## src/design/ubds_pkg.sv

```systemverilog
// shared types and constants of the baud divisor search
package ubds_pkg;

    localparam int unsigned BAUD_W    = 24;
    localparam int unsigned CLOCK_W   = 26;
    localparam int unsigned DVS_W     = 32;
    localparam int unsigned CODE_W    = 5;
    localparam int unsigned DIV_W     = 13;
    localparam int unsigned ERR_W     = 32;
    localparam int unsigned S_DATA_W  = 24;
    localparam int unsigned M_DATA_W  = 56;
    localparam int unsigned DIV_STAGES = CLOCK_W;

    localparam logic [CODE_W-1:0]  MAX_CODE    = 5'd31;
    localparam logic [CODE_W-1:0]  MIN_CODE    = 5'd3;
    localparam logic [CLOCK_W-1:0] CLOCK_RESET = 26'd20971520;
    localparam logic [ERR_W-1:0]   ERR_NONE    = 32'hFFFF_FFFF;

    typedef enum logic [1:0] {
        TAG_BASE  = 2'd0,
        TAG_LOWER = 2'd1,
        TAG_UPPER = 2'd2
    } div_tag_t;

    typedef struct packed {
        logic               valid;
        div_tag_t           tag;
        logic [CLOCK_W-1:0] rem;
        logic [CLOCK_W-1:0] word;
        logic [DVS_W-1:0]   dvs;
    } div_lane_t;

    typedef enum logic [3:0] {
        ST_IDLE,
        ST_PROD1,
        ST_ISSUE1,
        ST_WAIT1,
        ST_PROD2,
        ST_ISSUE2,
        ST_ISSUE3,
        ST_WAIT2,
        ST_OUT
    } search_state_t;

endpackage

```

## src/design/uart_baud_divisor_search_top.sv

```systemverilog
// baud divisor search: sequencer, trial compare and stream ports
// Each item (a requested baud rate) runs a search over oversampling codes 31
// down to 3, three divisions per code on a 26-cell pipelined divider row.
// The base quotient must return before the two trial divisions can go in; a
// zero baud rate skips the search and goes straight to the output state. A
// result stalled in the output register holds the block in its output state,
// once the next search is done, until it is taken. One item is searched at a
// time; its result sits in an output register while the next item is
// accepted. clock_hz is written through cfg_valid/cfg_data; the user must
// write it only while the block idles, as the block itself does not enforce this.
module uart_baud_divisor_search_top (
    input  logic                           aclk,
    input  logic                           aresetn,
    input  logic                           cfg_valid,
    output logic                           cfg_ready,
    input  logic [ubds_pkg::CLOCK_W-1:0]   cfg_data,
    input  logic                           s_tvalid,
    output logic                           s_tready,
    // [23:0] baud_rate
    input  logic [ubds_pkg::S_DATA_W-1:0]  s_tdata,
    output logic                           m_tvalid,
    input  logic                           m_tready,
    // [4:0] divisor_high, [12:5] divisor_low, [17:13] oversample_code,
    // [49:18] best_error, [50] found, [55:51] zero
    output logic [ubds_pkg::M_DATA_W-1:0]  m_tdata
);
    import ubds_pkg::*;

    search_state_t       state_reg, state_next;
    logic [CLOCK_W-1:0]  clock_reg;
    logic [BAUD_W-1:0]   baud_reg;
    logic [CODE_W-1:0]   code_reg;
    logic [DVS_W-1:0]    prod_a_reg, prod_b_reg, prod_c_reg;
    logic [CLOCK_W-1:0]  d_reg;
    logic [ERR_W-1:0]    best_reg;
    logic                found_reg;
    logic [DIV_W-1:0]    held_div_reg;
    logic [CODE_W-1:0]   held_os_reg;
    logic                m_tvalid_reg;
    logic [M_DATA_W-1:0] m_tdata_reg;

    div_lane_t           head, tail;
    logic                out_load;
    logic [CODE_W:0]     ratio;
    logic [CLOCK_W:0]    d_plus;
    logic [ERR_W-1:0]    err_lo, err_hi;
    logic                win_lo, win_hi;
    logic                s_accept;
    logic [DVS_W-1:0]    ratio_wide;
    logic [DVS_W-1:0]    mul_a;
    logic [DVS_W-1:0]    mul_b;
    logic [DVS_W-1:0]    mul_c;

    assign cfg_ready  = 1'b1;
    assign s_accept   = s_tvalid && s_tready;
    assign ratio      = {1'b0, code_reg} + 6'd1;
    assign d_plus     = {1'b0, d_reg} + 27'd1;
    assign ratio_wide = {{(DVS_W-CODE_W-1){1'b0}}, ratio};
    assign mul_a      = {{(DVS_W-BAUD_W){1'b0}}, baud_reg} * ratio_wide;
    assign mul_b      = {{(DVS_W-CLOCK_W){1'b0}}, d_reg} * ratio_wide;
    assign mul_c      = {{(DVS_W-CLOCK_W-1){1'b0}}, d_plus} * ratio_wide;

    // trial errors wrap at 32 bits
    assign err_lo = {{(ERR_W-CLOCK_W){1'b0}}, tail.word} - {{(ERR_W-BAUD_W){1'b0}}, baud_reg};
    assign err_hi = {{(ERR_W-BAUD_W){1'b0}}, baud_reg} - {{(ERR_W-CLOCK_W){1'b0}}, tail.word};
    assign win_lo = tail.valid && tail.tag == TAG_LOWER && err_lo < best_reg
                    && d_reg[CLOCK_W-1:DIV_W] == '0;
    assign win_hi = tail.valid && tail.tag == TAG_UPPER && err_hi < best_reg
                    && d_plus[CLOCK_W:DIV_W] == '0;

    // next state
    always_comb begin
        state_next = state_reg;
        case (state_reg)
            ST_IDLE: begin
                if (s_tvalid) begin
                    state_next = (s_tdata == '0) ? ST_OUT : ST_PROD1;
                end
            end
            ST_PROD1:  state_next = ST_ISSUE1;
            ST_ISSUE1: state_next = ST_WAIT1;
            ST_WAIT1: begin
                if (tail.valid && tail.tag == TAG_BASE) begin
                    state_next = ST_PROD2;
                end
            end
            ST_PROD2:  state_next = ST_ISSUE2;
            ST_ISSUE2: state_next = ST_ISSUE3;
            ST_ISSUE3: state_next = ST_WAIT2;
            ST_WAIT2: begin
                if (tail.valid && tail.tag == TAG_UPPER) begin
                    state_next = (code_reg == MIN_CODE) ? ST_OUT : ST_PROD1;
                end
            end
            ST_OUT: begin
                if (!m_tvalid_reg || m_tready) begin
                    state_next = ST_IDLE;
                end
            end
            default: state_next = ST_IDLE;
        endcase
    end

    // outputs of the sequencer
    always_comb begin
        s_tready   = 1'b0;
        out_load   = 1'b0;
        head.valid = 1'b0;
        head.tag   = TAG_BASE;
        head.rem   = '0;
        head.word  = clock_reg;
        head.dvs   = prod_a_reg;
        case (state_reg)
            ST_IDLE:   s_tready = 1'b1;
            ST_ISSUE1: head.valid = 1'b1;
            ST_ISSUE2: begin
                head.valid = 1'b1;
                head.tag   = TAG_LOWER;
                head.dvs   = prod_b_reg;
            end
            ST_ISSUE3: begin
                head.valid = 1'b1;
                head.tag   = TAG_UPPER;
                head.dvs   = prod_c_reg;
            end
            ST_OUT:    out_load = !m_tvalid_reg || m_tready;
            default: begin
            end
        endcase
    end

    ubds_div_chain u_chain (
        .aclk    (aclk),
        .aresetn (aresetn),
        .head    (head),
        .tail    (tail)
    );

    always_ff @(posedge aclk) begin
        if (!aresetn) begin
            state_reg    <= ST_IDLE;
            clock_reg    <= CLOCK_RESET;
            held_div_reg <= '0;
            held_os_reg  <= '0;
            m_tvalid_reg <= 1'b0;
            best_reg     <= ERR_NONE;
            found_reg    <= 1'b0;
        end else begin
            state_reg <= state_next;
            if (cfg_valid) begin
                clock_reg <= cfg_data;
            end
            if (s_accept) begin
                best_reg  <= ERR_NONE;
                found_reg <= 1'b0;
            end else if (win_lo) begin
                best_reg     <= err_lo;
                found_reg    <= 1'b1;
                held_div_reg <= d_reg[DIV_W-1:0];
                held_os_reg  <= code_reg;
            end else if (win_hi) begin
                best_reg     <= err_hi;
                found_reg    <= 1'b1;
                held_div_reg <= d_plus[DIV_W-1:0];
                held_os_reg  <= code_reg;
            end
            if (out_load) begin
                m_tvalid_reg <= 1'b1;
            end else if (m_tready) begin
                m_tvalid_reg <= 1'b0;
            end
        end
    end

    always_ff @(posedge aclk) begin
        if (s_accept) begin
            baud_reg <= s_tdata;
            code_reg <= MAX_CODE;
        end else if (state_reg == ST_WAIT2 && state_next == ST_PROD1) begin
            code_reg <= code_reg - 5'd1;
        end
        if (state_reg == ST_PROD1) begin
            prod_a_reg <= mul_a;
        end
        // a zero quotient is raised to one
        if (state_reg == ST_WAIT1 && tail.valid && tail.tag == TAG_BASE) begin
            d_reg <= (tail.word == '0) ? {{(CLOCK_W-1){1'b0}}, 1'b1} : tail.word;
        end
        if (state_reg == ST_PROD2) begin
            prod_b_reg <= mul_b;
            prod_c_reg <= mul_c;
        end
        if (out_load) begin
            m_tdata_reg <= {5'd0, found_reg, best_reg, held_os_reg,
                            held_div_reg[7:0], held_div_reg[12:8]};
        end
    end

    assign m_tvalid = m_tvalid_reg;
    assign m_tdata  = m_tdata_reg;

endmodule

```

## src/design/ubds_div_cell.sv

```systemverilog
// one restoring-division cell: resolves one quotient bit per item
module ubds_div_cell (
    input  logic                  aclk,
    input  logic                  aresetn,
    input  ubds_pkg::div_lane_t   lane_in,
    output ubds_pkg::div_lane_t   lane_out
);
    import ubds_pkg::*;

    div_lane_t          lane_reg;
    div_lane_t          lane_next;
    logic [CLOCK_W:0]   rem_shift;
    logic               take;
    logic [CLOCK_W:0]   rem_sub;

    always_comb begin
        rem_shift = {lane_in.rem, lane_in.word[CLOCK_W-1]};
        take      = {{(DVS_W-CLOCK_W-1){1'b0}}, rem_shift} >= lane_in.dvs;
        rem_sub   = rem_shift - lane_in.dvs[CLOCK_W:0];
        lane_next       = lane_in;
        lane_next.rem   = take ? rem_sub[CLOCK_W-1:0] : rem_shift[CLOCK_W-1:0];
        lane_next.word  = {lane_in.word[CLOCK_W-2:0], take};
    end

    always_ff @(posedge aclk) begin
        if (!aresetn) begin
            lane_reg.valid <= 1'b0;
        end else begin
            lane_reg.valid <= lane_next.valid;
        end
        lane_reg.tag  <= lane_next.tag;
        lane_reg.rem  <= lane_next.rem;
        lane_reg.word <= lane_next.word;
        lane_reg.dvs  <= lane_next.dvs;
    end

    assign lane_out = lane_reg;

endmodule

```

## src/design/ubds_div_chain.sv

```systemverilog
// row of division cells, one quotient bit per cell, a new division may enter each cycle
module ubds_div_chain (
    input  logic                  aclk,
    input  logic                  aresetn,
    input  ubds_pkg::div_lane_t   head,
    output ubds_pkg::div_lane_t   tail
);
    import ubds_pkg::*;

    div_lane_t lane [DIV_STAGES+1];

    assign lane[0] = head;

    for (genvar i = 0; i < DIV_STAGES; i++) begin : g_cell
        ubds_div_cell u_cell (
            .aclk     (aclk),
            .aresetn  (aresetn),
            .lane_in  (lane[i]),
            .lane_out (lane[i+1])
        );
    end

    assign tail = lane[DIV_STAGES];

endmodule

```

## config.mk

```make
export PLATFORM = sky130hd
export DESIGN_NAME = uart_baud_divisor_search_top
export DESIGN_NICKNAME = d
export VERILOG_FILES = /design/src/design/ubds_pkg.sv /design/src/design/uart_baud_divisor_search_top.sv /design/src/design/ubds_div_cell.sv /design/src/design/ubds_div_chain.sv
export SDC_FILE = /design/constraint.sdc
export NUM_CORES = 2
export LEC_CHECK = 0
export BUFFER_PORTS_ARGS = -buffer_cell sky130_fd_sc_hd__buf_2
export CAP_MARGIN = 30
export CORE_MARGIN = 5
export CORE_UTILIZATION = 50
export DETAILED_ROUTE_END_ITERATION = 10
export PLACE_DENSITY = 0.65
export SLEW_MARGIN = 15
export SYNTH_ARGS = -nofsm -noshare
export SYNTH_HDL_FRONTEND = slang
export SYNTH_SLANG_ARGS = --single-unit
```

## constraint.sdc

```tcl
create_clock -name aclk -period 10.4 [get_ports aclk]
set_input_delay 1.56 -clock aclk [delete_from_list [all_inputs] [get_ports aclk]]
set_output_delay 1.56 -clock aclk [all_outputs]
set_load 0.02 [all_outputs]
```

==> summary.txt <==
Outcome
  • Outcome: finished clean

GRT
  • Largest net degree at the start of global routing: 65
  • Initial antenna violation count: 10
  • Number of global-route vias before repair: approximately 80,000
  • All-Layer GR Usage: 22.63%
  • GRT overflow: 0
  • First-pass GRT wire length: 431.2 mm

Setup path
  • FF-to-FF path depth: 22
  • Crit path capture: prod_c_reg[30]
  • CP startpoint kind: flip-flop
  • R2R Setup Slk: about 3 ns
  • RR Startpoint: d_reg[0]
  • Worst r2r dst: prod_c_reg[30]
  • Critical Path RT: 11.08 ns
  • CP Data Arrival Time: 8.12 ns
  • Crit. End Element: flip-flop
  • Crit path max fanout: 19
  • Crit path launch: d_reg[0]
  • Crit Path Class: reg -> reg

CTS
  • # clock sinks: 2,476
  • Post-CTS Setup Repair Bufs: 0
  • Cts repair resizes: 0
  • CTS H-tree lvls: 5
  • Cts hold-fix bufs: 0
  • Longest Clk Path Bufs: 4
  • Clock Pin Slew Worst Setup and Hold Paths: 0.06 ns
  • Clock Latency Late Sink: 0.94 ns
  • TritonCTS Buffers: 278
  • CTS tree: done
  • Root buffer cell: clkbuf_16

STA
  • RSZ-0062 raised after global routing: no
  • Ratio of final minimum period to clock period: 71.56%
  • Final Hold Vio Count: 0
  • Worst-Margin Slew: 1.058 ns
  • Clk_skew: 0.07880 ns
  • Fin Hold WS: 0.2873 ns
  • Max-slew violations: 0
  • Relative slew slack: between 20% and 30%
  • Final min period: approximately 7.4 ns
  • FMAX: 134.4 MHz
  • TNS Setup: 0 ns
  • Final Setup Violations: 0

Synth
  • Synth top area share: 40.40%
  • Synth Warn #: 0
  • Post-synth top area cell: dfxtp_1
  • Synthesized area: 113,300 um2
  • Cells after Synth: 11,493
  • Asr flop ratio synth: 0%
  • Top post-synthesis cells by area: dfxtp_1 40%, ha_1 9.9%, fa_1 5.5%, edfxtp_1 5.0%, inv_1 4.3%
  • #FFs+latches synth: 2,476
  • Post-synthesis sequential area ratio: 45.44%
  • Top FF cell, synth: dfxtp_1
  • Post-synth EDFFs: between 150 and 200
  • Synthesized area per cell: 9.855 um2
  • Post-synth cell types: between 90 and 100

Power
  • Clock power frac: 43.0%
  • Leakage dissipation: 57.34 nW
  • Internal power: 16.88 mW
  • VDD IR-drop max: 0.1792 mV
  • Sw power: 5.518 mW
  • Combinational Power Share: 11.0%
  • Flop pwr share: 46.1%
  • Net Sw Frac: 24.63%
  • Power Total: 22.40 mW
  • Pwr Density: 177.7 nW/um2

Route
  • Routed wire per std cell: 18.46 um
  • DRC: 0
  • Total Wirelength: around 270 mm
  • Initial DRT Pass Iterations: 7
  • Initial drt markers: 5,280
  • ANT nets after route: 0
  • Routed via count: 80,055
  • Drt via density: 5.407

Finish
  • Filler cells: between 15,000 and 20,000
  • Post-route insts no fill: 14,807
  • Area grow syn2layout: 11.29%
  • Final Util: 56.00%
  • Nets: 12,886
  • Largest register FFs: 2,204
  • Share of cells above drive strength 1: 8.400%

Min path
  • HP Class: reg -> reg

Die
  • Initial core utilization: 50.32%
  • Row cnt: 174
  • # IOs: approximately 110
  • Chip Width: 486.0 um
  • Core ar.: roughly 230,000 um2
  • Die ar.: roughly 240,000 um2
  • Die Ht: 486.0 um

Placement
  • DP Cell Count: 14,330
  • Port Buffers: approximately 110
  • DP Wirelength: approximately 210 mm
  • Final weighted congestion in routability-driven placement: 0.9347

Run
  • Max Cap Viol: 0
==> power groups by stage <==
stage | clock (mW) | combinational, mW | sequential, mW
2_1_floorplan | 0 | 1.93 | 10.4
3_3_place_gp | 0 | 2.35 | 10.5
3_5_place_dp | 0 | 2.41 | 10.5
4_1_cts | 9.89 | 2.44 | 10.3
5_1_grt | 10.3 | 2.75 | 10.4
6_report | 9.62 | 2.46 | 10.3
==> Yosys cell counts, drive strengths merged (22+ instances only) <==
| library cell | number |
|---|---|
| a211o | 35 |
| a211oi | 74 |
| a21boi | 51 |
| a21o | 332 |
| a21oi | 632 |
| a22oi | 26 |
| a31oi | 64 |
| and2 | 124 |
| and3 | 62 |
| buf | 65 |
| clkbuf | 266 |
| dfxtp | 2286 |
| edfxtp | 190 |
| fa | 312 |
| ha | 900 |
| inv | 1286 |
| mux2 | 269 |
| mux2i | 76 |
| nand2 | 863 |
| nand2b | 105 |
| nand3 | 184 |
| nand4 | 100 |
| nor2 | 713 |
| nor2b | 182 |
| nor3 | 150 |
| nor4 | 54 |
| o211ai | 33 |
| o21a | 122 |
| o21ai | 660 |
| o21bai | 84 |
| o22ai | 22 |
| o31a | 51 |
| o31ai | 79 |
| or2 | 40 |
| or3 | 69 |
| xnor2 | 408 |
| xor2 | 241 |
==> cell type report <==
class | count | area [um2] | area share, %
repair buffers | 173 | 1101 | 0.8735
diodes | 6 | 15.01 | 0.01191
inverters | 1287 | 4831 | 3.832
clock buffers | 355 | 7795 | 6.184
well taps | 2992 | 3744 | 2.970
clock inverters | 115 | 1252 | 0.9936
multi-input cells | 7403 | 55850 | 44.31
flip-flops and latches | 2476 | 51470 | 40.83
==> placed cells by master, fill, tap and decap left out, types with 60 or more instances in the layout <==
cell type / count
dfxtp_1: 2286
inv_1: 1285
ha_1: 900
nand2_1: 862
nor2_1: 710
o21ai_0: 637
a21oi_1: 629
xnor2_1: 404
a21o_1: 332
fa_1: 312
clkbuf_16: 285
mux2_2: 268
xor2_1: 238
edfxtp_1: 190
nand3_1: 183
nor2b_1: 182
nor3_1: 148
and2_1: 124
o21a_1: 122
nand2b_1: 105
buf_2: 105
nand4_1: 99
o21bai_1: 84
mux2i_1: 76
o31ai_1: 74
a211oi_1: 73
or3_1: 69
buf_4: 62
and3_1: 60
==> logic make-up (layout without fill, tap and decap cells) <==
family                   count (synthesis)  in the layout  synth area share (%)
other                                    2             12              0.006630
adder cells (fa/ha/maj)               1212           1212                 15.46
AO/OA/AOI/OAI                         2466           2466                 13.83
flip-flops                            2476           2476                 45.44
buffers and inverters                 1618           1930                 5.502
XOR/XNOR                               649            649                 5.018
multiplexers                           345            345                 3.346
AND/OR/NAND/NOR                       2725           2725                 11.40
==> through the flow <==
stage               setup WS [ns]  area, um2
floorplan                   4.386     113300
global placement            3.191     116800
detailed placement          3.077     117000
CTS                         3.070     126000
global route                2.555     126100
finish                      2.958     126100
==> per-layer routing <==
layer	vias up	track usage [%]	routed length, um
met4	0	8.912	11040
met3	616	3.919	15300
li1	39264	-	-
met2	2074	38.72	129800
met5	-	0	0
met1	38101	28.51	117200
==> worst min path at each step <==
stage / start / to / depth (start not counted) / slack [ns]
detailed placement: u_chain.g_cell[10].u_cell.lane_out[55] / u_chain.g_cell[11].u_cell.lane_out[56] / 0 / 0.31
floorplan: u_chain.g_cell[9].u_cell.lane_out[32] / u_chain.g_cell[10].u_cell.lane_out[33] / 0 / 0.31
global placement: u_chain.g_cell[22].u_cell.lane_out[84] / u_chain.g_cell[23].u_cell.lane_out[84] / 0 / 0.31
CTS: u_chain.g_cell[12].u_cell.lane_out[33] / u_chain.g_cell[13].u_cell.lane_out[34] / 0 / 0.29
finish: u_chain.g_cell[12].u_cell.lane_out[33] / u_chain.g_cell[13].u_cell.lane_out[34] / 0 / 0.29
global route: u_chain.g_cell[2].u_cell.lane_out[55] / u_chain.g_cell[3].u_cell.lane_out[56] / 0 / 0.31
==> critical path, cell delays in order, from the launching register on <==
cell and delay [ns]:
edfxtp_1 0.77, ha_1 0.40, nand3_1 0.29, nor3_1 0.70, nand3_1 0.20, xor2_1 0.51
nor2_1 0.12, fa_1 0.51, fa_1 0.49, inv_1 0.06, fa_1 0.54, inv_1 0.04
ha_1 0.37, o21a_1 0.15, o21a_1 0.10, o21ai_0 0.14, o41a_1 0.41, o41a_1 0.13
a31o_2 0.25, o21ai_0 0.44, a21boi_0 0.25, o21ai_0 0.24, xor2_1 0.10
(Power assumes the default switching activity.)
